### src/rtl/sync_word_packet_deframer_defines.svh
// assertion macros for the sync word packet deframer
`ifndef SYNC_WORD_PACKET_DEFRAMER_DEFINES_SVH
`define SYNC_WORD_PACKET_DEFRAMER_DEFINES_SVH

// same-cycle implication, checked out of reset
`define SWPD_ASSERT_NOW(label, clk, rst, ante, cons) \
  label: assert property (@(posedge clk) disable iff (rst) (ante) |-> (cons)) \
    else $error("swpd assertion failed");

// next-cycle implication, checked out of reset
`define SWPD_ASSERT_NEXT(label, clk, rst, ante, cons) \
  label: assert property (@(posedge clk) disable iff (rst) (ante) |=> (cons)) \
    else $error("swpd assertion failed");

`endif

### src/rtl/swpd_pkg.sv
// shared types and constants of the sync word packet deframer
`default_nettype none
package swpd_pkg;

  localparam logic [7:0]  START_FIRST      = 8'h6E;
  localparam logic [7:0]  START_SECOND     = 8'h40;
  localparam logic [15:0] MAX_LENGTH_RESET = 16'd2000;

  localparam logic [1:0] KIND_PAYLOAD   = 2'd0;
  localparam logic [1:0] KIND_GOOD      = 2'd1;
  localparam logic [1:0] KIND_BAD       = 2'd2;
  localparam logic [1:0] KIND_REJECTED  = 2'd3;

  localparam logic [0:0] REG_MAX_LENGTH   = 1'd0;
  localparam logic [0:0] REG_CHECK_ENABLE = 1'd1;

  typedef struct packed {
    logic [15:0] max_length;
    logic        check_enable;
  } cfg_t;

  typedef struct packed {
    logic [1:0]  kind;
    logic [7:0]  data_byte;
    logic [7:0]  packet_type;
    logic [7:0]  packet_counter;
    logic [15:0] payload_length;
    logic        last;
  } res_t;

endpackage
`default_nettype wire

### src/rtl/swpd_cfg.sv
// configuration registers behind the apb port
`default_nettype none
module swpd_cfg
  import swpd_pkg::*;
(
  input  wire logic        clk,
  input  wire logic        rst,
  input  wire logic        psel,
  input  wire logic        penable,
  input  wire logic        pwrite,
  input  wire logic [2:0]  paddr,
  input  wire logic [31:0] pwdata,
  output logic [31:0]      prdata,
  output cfg_t             cfg
);

  logic [15:0] max_length;
  logic        check_enable;
  logic        wr;
  logic [0:0]  reg_index;

  assign wr        = psel && penable && pwrite;
  assign reg_index = paddr[2:2];

  always_ff @(posedge clk) begin
    if (rst) begin
      max_length   <= MAX_LENGTH_RESET;
      check_enable <= 1'b1;
    end else if (wr) begin
      case (reg_index)
        REG_MAX_LENGTH:   max_length   <= pwdata[15:0];
        REG_CHECK_ENABLE: check_enable <= pwdata[0];
        default: ;
      endcase
    end
  end

  always_comb begin
    case (reg_index)
      REG_MAX_LENGTH:   prdata = {16'd0, max_length};
      REG_CHECK_ENABLE: prdata = {31'd0, check_enable};
      default:          prdata = 32'd0;
    endcase
  end

  assign cfg.max_length   = max_length;
  assign cfg.check_enable = check_enable;

endmodule
`default_nettype wire

### src/rtl/swpd_parse.sv
// frame state machine: sync hunt, header, payload count and fletcher-style check with sums modulo 256
`default_nettype none
module swpd_parse
  import swpd_pkg::*;
(
  input  wire logic       clk,
  input  wire logic       rst,
  input  wire logic       step,
  input  wire logic [7:0] in_byte,
  input  wire cfg_t       cfg,
  output logic            res_valid,
  output res_t            res
);

  localparam logic [2:0] PH_HUNT0  = 3'd0;
  localparam logic [2:0] PH_HUNT1  = 3'd1;
  localparam logic [2:0] PH_HEADER = 3'd2;
  localparam logic [2:0] PH_DATA   = 3'd3;
  localparam logic [2:0] PH_CHECK  = 3'd4;

  logic [2:0]  phase, phase_next;
  logic [1:0]  header_index, header_index_next;
  logic [7:0]  type_reg, type_reg_next;
  logic [7:0]  counter_reg, counter_reg_next;
  logic [15:0] length_reg, length_reg_next;
  logic [15:0] bytes_seen, bytes_seen_next;
  logic [7:0]  sum_a, sum_a_next;
  logic [7:0]  sum_b, sum_b_next;
  logic [7:0]  check_high, check_high_next;

  logic [7:0]  acc_a;
  logic [7:0]  acc_b;
  logic [15:0] seen_inc;
  logic        check_ok;

  assign acc_a    = sum_a + in_byte;
  assign acc_b    = sum_b + acc_a;
  assign seen_inc = bytes_seen + 16'd1;
  assign check_ok = !cfg.check_enable || ({check_high, in_byte} == {sum_a, sum_b});

  always_comb begin
    phase_next        = phase;
    header_index_next = header_index;
    type_reg_next     = type_reg;
    counter_reg_next  = counter_reg;
    length_reg_next   = length_reg;
    bytes_seen_next   = bytes_seen;
    sum_a_next        = sum_a;
    sum_b_next        = sum_b;
    check_high_next   = check_high;
    res_valid         = 1'b0;
    res.kind          = KIND_PAYLOAD;
    res.data_byte     = 8'd0;
    res.last          = 1'b0;

    case (phase)
      PH_HUNT1: begin
        if (in_byte == START_SECOND) begin
          phase_next        = PH_HEADER;
          header_index_next = 2'd0;
          type_reg_next     = 8'd0;
          counter_reg_next  = 8'd0;
          length_reg_next   = 16'd0;
          bytes_seen_next   = 16'd0;
          sum_a_next        = 8'd0;
          sum_b_next        = 8'd0;
          check_high_next   = 8'd0;
        end else begin
          phase_next = PH_HUNT0;
        end
      end
      PH_HEADER: begin
        sum_a_next = acc_a;
        sum_b_next = acc_b;
        case (header_index)
          2'd0: begin
            type_reg_next     = in_byte;
            header_index_next = 2'd1;
          end
          2'd1: begin
            counter_reg_next  = in_byte;
            header_index_next = 2'd2;
          end
          2'd2: begin
            length_reg_next   = {in_byte, 8'd0};
            header_index_next = 2'd3;
          end
          default: begin
            length_reg_next   = {length_reg[15:8], in_byte};
            header_index_next = 2'd0;
            bytes_seen_next   = 16'd0;
            if ({length_reg[15:8], in_byte} > cfg.max_length) begin
              phase_next = PH_HUNT0;
              res_valid  = 1'b1;
              res.kind   = KIND_REJECTED;
              res.last   = 1'b1;
            end else if ({length_reg[15:8], in_byte} == 16'd0) begin
              phase_next = PH_CHECK;
            end else begin
              phase_next = PH_DATA;
            end
          end
        endcase
      end
      PH_DATA: begin
        sum_a_next      = acc_a;
        sum_b_next      = acc_b;
        bytes_seen_next = seen_inc;
        if (seen_inc == length_reg) begin
          phase_next        = PH_CHECK;
          header_index_next = 2'd0;
        end
        res_valid     = 1'b1;
        res.kind      = KIND_PAYLOAD;
        res.data_byte = in_byte;
      end
      PH_CHECK: begin
        if (header_index == 2'd0) begin
          check_high_next   = in_byte;
          header_index_next = 2'd1;
        end else begin
          // high check byte came first, this is the low one
          header_index_next = 2'd0;
          phase_next        = PH_HUNT0;
          res_valid         = 1'b1;
          res.kind          = check_ok ? KIND_GOOD : KIND_BAD;
          res.last          = 1'b1;
        end
      end
      default: begin
        phase_next = (in_byte == START_FIRST) ? PH_HUNT1 : PH_HUNT0;
      end
    endcase

    // header fields as they stand after this item
    res.packet_type    = type_reg_next;
    res.packet_counter = counter_reg_next;
    res.payload_length = length_reg_next;
  end

  always_ff @(posedge clk) begin
    if (rst) begin
      phase        <= PH_HUNT0;
      header_index <= 2'd0;
      type_reg     <= 8'd0;
      counter_reg  <= 8'd0;
      length_reg   <= 16'd0;
      bytes_seen   <= 16'd0;
      sum_a        <= 8'd0;
      sum_b        <= 8'd0;
      check_high   <= 8'd0;
    end else if (step) begin
      phase        <= phase_next;
      header_index <= header_index_next;
      type_reg     <= type_reg_next;
      counter_reg  <= counter_reg_next;
      length_reg   <= length_reg_next;
      bytes_seen   <= bytes_seen_next;
      sum_a        <= sum_a_next;
      sum_b        <= sum_b_next;
      check_high   <= check_high_next;
    end
  end

endmodule
`default_nettype wire

### src/rtl/swpd_out.sv
// result register driving the master stream
`default_nettype none
module swpd_out
  import swpd_pkg::*;
(
  input  wire logic   clk,
  input  wire logic   rst,
  input  wire logic   load,
  input  wire res_t   res,
  output logic        m_axis_tvalid,
  input  wire logic   m_axis_tready,
  output logic [39:0] m_axis_tdata,
  output logic [1:0]  m_axis_tuser,
  output logic        m_axis_tlast
);

  res_t held;

  always_ff @(posedge clk) begin
    if (rst) begin
      m_axis_tvalid <= 1'b0;
    end else if (load) begin
      m_axis_tvalid <= 1'b1;
    end else if (m_axis_tready) begin
      m_axis_tvalid <= 1'b0;
    end
  end

  always_ff @(posedge clk) begin
    if (load) begin
      held <= res;
    end
  end

  assign m_axis_tdata = {held.payload_length, held.packet_counter, held.packet_type,
                         held.data_byte};
  assign m_axis_tuser = held.kind;
  assign m_axis_tlast = held.last;

endmodule
`default_nettype wire

### src/rtl/sync_word_packet_deframer.sv
// a taken item is held in in_byte; its result is registered on the master side as it moves on
// throughput: one item per cycle unless the master side stalls, set by the frame state update
// while a result waits on the master side, one more item is held and s_axis_tready drops
// reset (rst, synchronous): hunt for the first start byte, sums and header cleared,
// max_length 2000, check_enable 1
`default_nettype none
`include "sync_word_packet_deframer_defines.svh"
module sync_word_packet_deframer
  import swpd_pkg::*;
(
  input  wire logic        clk,
  input  wire logic        rst,
  input  wire logic        s_axis_tvalid,
  output logic             s_axis_tready,
  input  wire logic [7:0]  s_axis_tdata,  // in_byte[7:0]
  output logic             m_axis_tvalid,
  input  wire logic        m_axis_tready,
  output logic [39:0]      m_axis_tdata,  // data_byte[7:0], packet_type[15:8],
                                          // packet_counter[23:16], payload_length[39:24]
  output logic [1:0]       m_axis_tuser,  // kind[1:0]
  output logic             m_axis_tlast,
  input  wire logic        psel,
  input  wire logic        penable,
  input  wire logic        pwrite,
  input  wire logic [2:0]  paddr,
  input  wire logic [31:0] pwdata,
  output logic [31:0]      prdata,
  output logic             pready
);

  cfg_t       cfg;
  res_t       res;
  logic       res_valid;
  logic       in_valid;
  logic [7:0] in_byte;
  logic       advance;

  assign pready = 1'b1;

  // an item moves on when the result register has room for it
  assign advance       = in_valid && (!m_axis_tvalid || m_axis_tready);
  assign s_axis_tready = !in_valid || advance;

  always_ff @(posedge clk) begin
    if (rst) begin
      in_valid <= 1'b0;
    end else if (s_axis_tready) begin
      in_valid <= s_axis_tvalid;
    end
  end

  always_ff @(posedge clk) begin
    if (s_axis_tvalid && s_axis_tready) begin
      in_byte <= s_axis_tdata;
    end
  end

  swpd_cfg u_cfg (
    .clk     (clk),
    .rst     (rst),
    .psel    (psel),
    .penable (penable),
    .pwrite  (pwrite),
    .paddr   (paddr),
    .pwdata  (pwdata),
    .prdata  (prdata),
    .cfg     (cfg)
  );

  swpd_parse u_parse (
    .clk       (clk),
    .rst       (rst),
    .step      (advance),
    .in_byte   (in_byte),
    .cfg       (cfg),
    .res_valid (res_valid),
    .res       (res)
  );

  swpd_out u_out (
    .clk           (clk),
    .rst           (rst),
    .load          (advance && res_valid),
    .res           (res),
    .m_axis_tvalid (m_axis_tvalid),
    .m_axis_tready (m_axis_tready),
    .m_axis_tdata  (m_axis_tdata),
    .m_axis_tuser  (m_axis_tuser),
    .m_axis_tlast  (m_axis_tlast)
  );

  `SWPD_ASSERT_NEXT(a_in_held, clk, rst, in_valid && !advance, in_valid)
  `SWPD_ASSERT_NOW(a_no_overwrite, clk, rst, s_axis_tvalid && s_axis_tready && in_valid,
                   advance)
  `SWPD_ASSERT_NEXT(a_result_shown, clk, rst, advance && res_valid, m_axis_tvalid)

endmodule
`default_nettype wire

### config.mk
export PLATFORM = sky130hd
export DESIGN_NAME = sync_word_packet_deframer
export DESIGN_NICKNAME = d
export VERILOG_FILES = /design/src/rtl/swpd_pkg.sv /design/src/rtl/swpd_cfg.sv /design/src/rtl/swpd_parse.sv /design/src/rtl/swpd_out.sv /design/src/rtl/sync_word_packet_deframer.sv
export VERILOG_INCLUDE_DIRS = /design/src /design/src/rtl
export SDC_FILE = /design/constraint.sdc
export NUM_CORES = 1
export LEC_CHECK = 0
export ABC_CLOCK_PERIOD_IN_PS = 4200
export BUFFER_PORTS_ARGS = -buffer_cell sky130_fd_sc_hd__buf_2
export CAP_MARGIN = 20
export CELL_PAD_IN_SITES_DETAIL_PLACEMENT = 2
export CELL_PAD_IN_SITES_GLOBAL_PLACEMENT = 2
export CORE_MARGIN = 3
export CORE_UTILIZATION = 31
export CTS_CLUSTER_SIZE = 24
export DETAILED_ROUTE_END_ITERATION = 12
export GPL_TIMING_DRIVEN = 0
export PLACE_DENSITY = 0.76
export SLEW_MARGIN = 15
export SYNTH_ARGS = -nofsm -noshare
export SYNTH_HDL_FRONTEND = slang
export SYNTH_SLANG_ARGS = --single-unit
### constraint.sdc
create_clock -name clk -period 4.2 [get_ports clk]
set_clock_uncertainty 0.05 [all_clocks]
set_input_delay 0.21 -clock clk [delete_from_list [all_inputs] [get_ports clk]]
set_output_delay 0.21 -clock clk [all_outputs]
set_load 0.01 [all_outputs]
---- Word level (Yosys, flattened, before mapping) ----
Index checks and enable logic that the tools add are counted.
cells by class
  add/sub/neg operators ................... 3
  $lt $le $gt $ge ......................... 1
  equal/unequal tests ..................... 15
  muxes and demuxes ....................... 43
  bitwise logic cells ..................... 1
  reduce and logical (&&, ||, !) cells .... 28
operator list
  kind                                                                     count
  8-bit case mux with 2 select lines                                       5
  16-bit case mux with 2 select lines                                      2
  32-bit case mux with 2 select lines                                      1
  16-bit 2-to-1 mux                                                        3
  8-bit 2-to-1 mux                                                         6
  16-bit case mux with 3 select lines                                      1
  16-bit == test                                                           2
  16-bit by 1-bit adder with 16-bit output, second input constant          1
  8-bit adder                                                              2
  8-bit by 7-bit == test with 1-bit output, second input constant          2
  16-bit greater-than comparator                                           1
  16-bit zero test                                                         1
  4-bit AND reduction                                                      4
  3-bit 2-to-1 mux                                                         5
  2-bit 2-to-1 mux                                                         7
  3-bit case mux with 4 select lines                                       1
  2-bit case mux with 4 select lines                                       1
  1-bit 2-to-1 mux                                                         7
  3-bit by 2-bit == test with 1-bit output, second input constant          2
  2-bit by 1-bit inequality test with 1-bit output, second input constant  3
  2-bit case mux with 3 select lines                                       1
  2-bit nonzero test                                                       3
  1-bit logical AND                                                        5
  2-bit inequality test, second input constant                             2
  17 further kinds                                                         23
storage, ports and cells
  register bits ........................... 147
  bits of input ports ..................... 50
  output and inout port bits .............. 78
  word-level logic and storage cells ...... 111

---- Depth between registers and ports, before layout ----
Gate-level depths: netlist of the first run.
  depth in word-level cells ............... 6
  depth in mapped cells ................... 14
  gate-level depth less buffers ........... 14

---- Cells and area by module ----
From an unflattened synthesis of the first run, not the netlist that was laid out.
unflattened totals
  cell total of the unflattened synthesis .. 860
  area total of the unflattened synthesis .. 8,140.3 sq um
modules (own cells, without submodules)
  module                     instances  cells an instance  area each (sq um)  sequential area each (sq um)
  swpd_parse                 1          685                5,477.8            1,541.5
  swpd_out                   1          47                 1,330.0            1,311.3
  swpd_cfg                   1          110                999.7              340.3
  sync_word_packet_deframer  1          18                 332.8              260.2

---- Worst setup path after synthesis of the first run ----
Ideal clock, no wire load.
  kind .................................... register -> register
  start ................................... register in_byte[0]
  end ..................................... register u_out.held, in the netlist u_out.m_axis_tdata[0], enable pin
  setup time .............................. 0.458 ns
  arrival ................................. 3.657 ns
  data required time ...................... 3.692 ns
  setup slack ............................. 0.035 ns
  stages on the path, launching flop included .. 11
  path buffers ............................ 1
  period minus slack after synthesis ...... 4.165 ns
  cells stage by stage .................... edfxtp_1 > clkbuf_1 > inv_1 > ha_1 > inv_1 > a21oi_1 > o21ai_0 > a211o_1 > nand3_1 > o21a_1 > a21oi_1
on the way
  longest elaborated chain between the ends .. 5
ends and longest elaborated chain
  element                             line                             text
  start: declaration                  sync_word_packet_deframer.sv:35  logic [7:0] in_byte;
  start signal: assignment            sync_word_packet_deframer.sv:54  in_byte <= s_axis_tdata;
  16-bit greater-than comparator      swpd_parse.sv:92                 if ({length_reg[15:8], in_byte} > cfg.max_length) begin
  1-bit 2-to-1 mux                    swpd_parse.sv:92
  1-bit 2-to-1 mux                    swpd_parse.sv:75                 case (header_index)
  1-bit case mux with 3 select lines  swpd_parse.sv:56                 case (phase)
  1-bit logical AND                   sync_word_packet_deframer.sv:83  .load (advance && res_valid),
  named net u_out.load                swpd_out.sv:8                    input wire logic load,
  end signal: assignment              swpd_out.sv:31                   held <= res;
  end: declaration                    swpd_out.sv:17                   res_t held;
The timed path passes the listed nets, and every way through them passes these cells.
A chain may end at the register's enable or synchronous reset.

---- Final worst setup path of the first run ----
  start ................................... register in_byte[0]
  end ..................................... register u_out.held, in the netlist u_out.m_axis_tdata[29], enable pin
Same word-level chain as after synthesis.

==> impl_metrics.env, run 1 <==
export IMPL_worst_pin_slew_ns=0.929
export IMPL_syn_to_final_growth_pct=23.0
export IMPL_worstPathArrival_ns=3.88
export IMPL_grt_max_degree=26
export IMPL_reg2reg_from="in_byte[0]"
export IMPL_place_ws_ns=0.481
export IMPL_drtPass1Iterations=5
export IMPL_critical_path_class="register to register"
export IMPL_dp_hpwl_microns=20400
export IMPL_postSynthAreaPerCell_sq_um=8.80
export IMPL_slew_violations=0
export IMPL_drv_cap=0
export IMPL_overflow=0
export IMPL_synth_top_family_by_area="simple AND/OR/NAND/NOR gates"
export IMPL_numCtsBuffers=17
export IMPL_fin_nets=1135
export IMPL_leakage_nw=3.93
export IMPL_cts_num_sinks=147
export IMPL_synth_compound_area_share_pct=15.3
export IMPL_grt_pass1_vias=7867
export IMPL_hp_class="input pin to register"
export IMPL_fin_crit_ns=3.79
export IMPL_endpoint_kind="register"
export IMPL_synth_edf_count=51
export IMPL_ant_nets=0
export IMPL_cts_setup_buffers=0
export IMPL_ys_ff_latch=147
export IMPL_rows=57
export IMPL_largest_register_ffs=40
export IMPL_num_vias=7316
export IMPL_start_kind="register"
export IMPL_hold_depth=3
export IMPL_holdPathEnd="u_cfg.check_enable"
export IMPL_p_per_area_nw_per_um2=362
export IMPL_cp_slowest_cell="a21oi_4"
export IMPL_drive_gt1_share_pct=16.3
export IMPL_ys_seq_area_share_pct=43.7
export IMPL_yosys_warnings=0
export IMPL_clk_pin_slew_ns=0.07
export IMPL_ir_drop_v=0.000211
export IMPL_synth_simple_area_share_pct=22.3
export IMPL_totalWireLength_microns=29100
export IMPL_synthArstFlopShare_pct=0
export IMPL_crit_fanout=25
export IMPL_grt_pass1_wl_microns=45400
export IMPL_synth_top_area_share_pct=24.3
export IMPL_postCtsHoldBufs=25
export IMPL_rr_endpoint="u_out.m_axis_tdata[29]"
export IMPL_hold_slack_ns=0.0803
export IMPL_die_area_sq_um=27400
export IMPL_r2r_slack_ns=0.41
export IMPL_netlist_area_sq_um=7900
export IMPL_hold_start="pwrite"
export IMPL_core_sq_um=24700
export IMPL_hold_violations=0
export IMPL_io_buffers=90
export IMPL_synthMuxAreaShare_pct=0.412
export IMPL_io_pins=128
export IMPL_start_util_pct=32.0
export IMPL_final_setup_viol_count=0
export IMPL_wl_per_cell_microns=21.0
export IMPL_synth_common_cells="nand2_1 (131), dfxtp_1 (96), nor2_1 (91)"
export IMPL_cts_resized=0
export IMPL_max_freq_mhz=264
export IMPL_synthXorXnorAreaFrac_pct=5.41
export IMPL_die_h_microns=166
export IMPL_grt_use_total_pct=21.1
export IMPL_worst_slack_ns=0.415
export IMPL_drc=0
export IMPL_min_period_over_period_pct=90.1
export IMPL_avgViaCountPerCell=5.28
export IMPL_rsz0062_at_grt="no"
export IMPL_die_w_microns=166
export IMPL_cts_tree="done"
export IMPL_rr_worst_depth=11
export IMPL_cts_root_buf="clkbuf_16"
export IMPL_path_cells="clkbuf_1, inv_1, ha_1, inv_1, a21oi_1, o21ai_0, a211o_1, nand3_1, o21a_1, a21oi_4, buf_16"
export IMPL_htreeDepth=4
export IMPL_clock_latency_ns=0.44
export IMPL_path_common_cell="inv_1"
export IMPL_synthAdderAreaFrac_pct=6.05
export IMPL_drtIter0Drc=335
export IMPL_yosysMostFrequentCell="nand2_1"
export IMPL_yosys_area_top_type="dfxtp_1"
export IMPL_cp_data_required_time_ns=4.29
export IMPL_max_stage_delay_ns=0.68
export IMPL_ys_top_cells_by_area="dfxtp_1 (24%), edfxtp_1 (19%), nand2_1 (6.2%)"
export IMPL_cts_path_max_buffers=2
export IMPL_synth_cells=898
export IMPL_place_congestion=0.805
export IMPL_ys_types=73
export IMPL_synth_ff_type="dfxtp_1"
export IMPL_maxSlewHeadroom_pct=37.5
export IMPL_antenna_found_initial=0
export IMPL_run_status="complete, no violations"
cells by family (layout without fill, tap and decap cells):
family | count (synthesis) | after routing
AO/OA/AOI/OAI | 186 | 186
flip-flops | 147 | 147
adder cells (fa/ha/maj) | 37 | 37
AND/OR/NAND/NOR | 371 | 371
multiplexers | 3 | 3
XOR/XNOR | 48 | 48
other | 2 | 18
buffers and inverters | 104 | 252
metal layers:
layer / GRT usage, % / up-vias / part of all wire (%)
met1: 26.0 / 3693 / 43
li1: - / 3445 / -
met4: 5.97 / 0 / 1.6
met3: 3.84 / 24 / 4.6
met2: 37.6 / 154 / 51
met5: 0 / - / 0
cells in the final DEF, fill, tap and decap left out, types with 7 or more instances in the layout:
master / count
nand3_1: 38
and3_1: 9
xor2_1: 15
nor3_1: 25
clkbuf_16: 17
nor4_1: 7
edfxtp_1: 51
ha_1: 35
a22oi_1: 11
buf_2: 99
o21ai_0: 22
dfxtp_1: 96
xnor2_1: 32
buf_4: 19
a21oi_1: 74
conb_1: 17
a22o_1: 16
inv_1: 27
a211o_1: 8
a21o_1: 8
nor2_1: 91
and2_1: 7
a221oi_1: 9
dlygate4sd3_1: 25
nand2_1: 131
nand4_1: 15
clkbuf_1: 39
stage by stage:
| stage | cells | cell area (sq um) | TNS (ns) | power (mW) | utilization (%) |
|---|---|---|---|---|---|
| after detailed placement | 1328 | 8850 | 0 | 1.90 | 35.9 |
| after global routing | 1385 | 9720 | 0 | 3.65 | 39.4 |
| after global placement | 1327 | 8810 | -83.07 | 1.88 | 35.7 |
| after floorplan | 913 | 7960 | 0 | 1.76 | - |
| after CTS | 1385 | 9720 | 0 | 3.54 | 39.4 |
| final | 1386 | 9720 | 0 | 3.52 | 39.4 |
report_power, final:
part           switching (mW)  leakage [nW]  internal (mW)
clock network           0.721         0.300          0.907
registers              0.0272          1.31           1.49
logic                   0.236          2.33          0.134
total                   0.985          3.93           2.53
area by class of cell:
class,count,area [sq um]
fillers,2785,15000
multi-input cells,662,3990
flip-flops and latches,147,3450
repair buffers,116,728
plain buffers,77,428
clock buffers,17,425
well taps,324,405
clock inverters,15,190
inverters,27,101
diodes,1,2.50
worst max-delay path by stage:
stage                           from                     end  slack [ns]  cells after the start
after floorplan           in_byte[0]   u_out.m_axis_tdata[0]        0.03                     10
after global placement    in_byte[0]      u_out.m_axis_tlast       -1.94                     10
after detailed placement  in_byte[0]  u_out.m_axis_tdata[13]        0.48                     11
after CTS                 in_byte[0]  u_out.m_axis_tdata[29]        0.44                     11
after global routing      in_byte[0]  u_out.m_axis_tdata[29]        0.22                     11
final                     in_byte[0]  u_out.m_axis_tdata[29]        0.41                     11
critical path: cells and delay by family (launching register included):
family,cells,cell delay [ns]
compound gates,5,1.52
buf+inv,4,1.13
flops,1,0.37
fa+ha+maj,1,0.27
simple gates,1,0.12
(Power assumes the default switching activity.)
==> run 2: changes to the inputs <==
ABC_CLOCK_PERIOD_IN_PS = 3100   (was 4200)
CORE_UTILIZATION = 32   (was 31)
CTS_BUF_LIST = sky130_fd_sc_hd__clkbuf_8   (was not set)
PLACE_DENSITY = 0.78   (was 0.76)
clock period = 3.1 ns   (was 4.2 ns; I/O delays follow)
==> run 2 against run 1 <==
Combinational power grew 43%. Largest cell class unchanged. Maximum frequency is 24% higher. Critical endpoint is now u_parse.sum_b[7]. Sequential share of layout area about the same. Global-route usage rose by 1.1 points. Flip-flop and latch count stayed put. Count of clock-buffer cells in the layout unchanged.
==> impl_metrics.env, run 2 (synthesis results as in run 1) <==
export IMPL_run_status="complete, no violations"
export IMPL_clk_pin_slew_ns=0.10
export IMPL_rr_worst_depth=15
export IMPL_place_congestion=0.837
export IMPL_worst_pin_slew_ns=0.916
export IMPL_drv_cap=0
export IMPL_grt_busiest_layer="met2"
export IMPL_rsz0062_at_grt="yes"
export IMPL_start_kind="register"
export IMPL_syn_to_final_growth_pct=22.9
export IMPL_slew_violations=0
export IMPL_drc=0
export IMPL_final_common_cell="nand2_1"
export IMPL_antenna_found_initial=1
export IMPL_grt_use_total_pct=22.1
export IMPL_core_sq_um=23900
export IMPL_globalRouteMet2Util_pct=39.1
export IMPL_io_buffers=90
export IMPL_ir_drop_v=0.000204
export IMPL_ant_nets=0
export IMPL_final_setup_viol_count=0
export IMPL_numCtsBuffers=17
export IMPL_grt_pass1_wl_microns=45400
export IMPL_grt_use_met3_pct=3.37
export IMPL_p_per_area_nw_per_um2=433
export IMPL_endpoint_kind="register"
export IMPL_dp_hpwl_microns=20400
export IMPL_critical_path_class="register to register"
export IMPL_hold_slack_ns=0.0416
export IMPL_grt_max_degree=26
export IMPL_fin_nets=1148
export IMPL_drtPass1Iterations=5
export IMPL_clock_latency_ns=0.48
export IMPL_drtIter0Drc=361
export IMPL_worst_slack_ns=0.0589
export IMPL_fin_crit_ns=3.04
export IMPL_num_vias=7328
export IMPL_met1_usage_pct=27.5
export IMPL_overflow=0
export IMPL_die_w_microns=163
export IMPL_start_util_pct=33.1
export IMPL_die_h_microns=163
export IMPL_cts_tree="done"
export IMPL_avgViaCountPerCell=5.26
export IMPL_placed_area_sq_um=8850
export IMPL_hold_depth=4
export IMPL_min_period_over_period_pct=98.1
export IMPL_worstPathArrival_ns=3.34
export IMPL_cp_data_required_time_ns=3.40
export IMPL_io_pins=128
export IMPL_die_area_sq_um=26600
export IMPL_drive_gt1_share_pct=19.1
export IMPL_totalWireLength_microns=29400
export IMPL_final_cell_mix="nand2_1 (131), buf_2 (99), dfxtp_1 (96), nor2_1 (89), a21oi_1 (72)"
export IMPL_grt_pass1_vias=7960
export IMPL_largest_register_ffs=40
export IMPL_postLayoutCellArea_sq_um=9720
export IMPL_crit_fanout=3
export IMPL_rows=56
export IMPL_cts_num_sinks=147
export IMPL_hold_violations=0
export IMPL_place_ws_ns=-0.698
export IMPL_wl_per_cell_microns=21.1
export IMPL_cts_root_buf="clkbuf_8"
export IMPL_leakage_nw=3.93
export IMPL_htreeDepth=4
export IMPL_total_power_mw=4.21
export IMPL_maxSlewHeadroom_pct=38.4
export IMPL_tns_ns=0
export IMPL_max_freq_mhz=329
export IMPL_hp_class="input pin to register"
export IMPL_cts_path_max_buffers=2
run 2: changes by cell type in the layout (fill, tap and decap cells not counted), sizes merged:
| cell | previous run | this run |
|---|---|---|
| buf | 126 | 138 |
| dlygate4sd3 | 25 | 28 |
| bufinv | 2 | 1 |
| clkinvlp | 1 | 2 |
| clkinv | 3 | 4 |
| clkbuf | 59 | 57 |
| inv | 36 | 35 |
run 2: path summary, 6_finish.rpt:
path                       startpoint                   to  slack [ns]
setup / recovery           in_byte[0]     u_parse.sum_b[7]        0.06
hold / removal          m_axis_tready  u_out.m_axis_tvalid        0.04
setup reg to reg           in_byte[0]     u_parse.sum_b[7]        0.06
hold reg to reg   u_parse.type_reg[7]  u_parse.type_reg[7]        0.42
run 2: layout make-up:
class | count | area, sq um
Fill cell | 2668 | 14200
Clock inverter | 15 | 186
Clock buffer | 17 | 234
Sequential cell | 147 | 3450
Buffer | 77 | 439
Multi-Input combinational cell | 662 | 4060
Antenna cell | 1 | 2.50
Tap cell | 319 | 399
Inverter | 27 | 105
Timing Repair Buffer | 129 | 833
run 2: metal layers:
layer	up-vias	routed length, microns
met3	44	954
li1	3468	-
met5	-	0
met2	164	14800
met1	3652	13000
met4	0	614
run 2: power breakdown:
group	leakage, nW	switching [mW]	internal [mW]
Sequential	1.31	0.0379	2.02
Combinational	2.42	0.332	0.197
Clock	0.210	0.929	0.691
Total	3.93	1.30	2.91
run 2: worst max-delay path: stages (launching register included):
cell	delay (ns)
edfxtp_1	0.42
ha_2	0.21
fa_2	0.37
a21o_1	0.18
a21oi_2	0.16
o21bai_1	0.12
a21oi_1	0.21
xnor2_1	0.19
ha_2	0.35
nor2_2	0.11
nor2_1	0.05
o41ai_2	0.05
buf_4	0.18
nor2b_1	0.05
mux2i_1	0.12
nand4_1	0.11
run 2: per-stage QoR:
stage          instances  util, %
2_1_floorplan        913        -
3_3_place_gp        1322     36.9
3_5_place_dp        1323     37.0
4_1_cts             1391     40.3
5_1_grt             1394     40.7
6_report            1394     40.7
run 2: timing repair:
item / CTS / global route
setup buffers: 8 / 2
pin swaps: 6 / 8
endpoints found under the hold margin: 27 / 0
hold buffers: 28 / 0
resized for setup: 11 / 21
setup endpoints to repair: 77 / 68
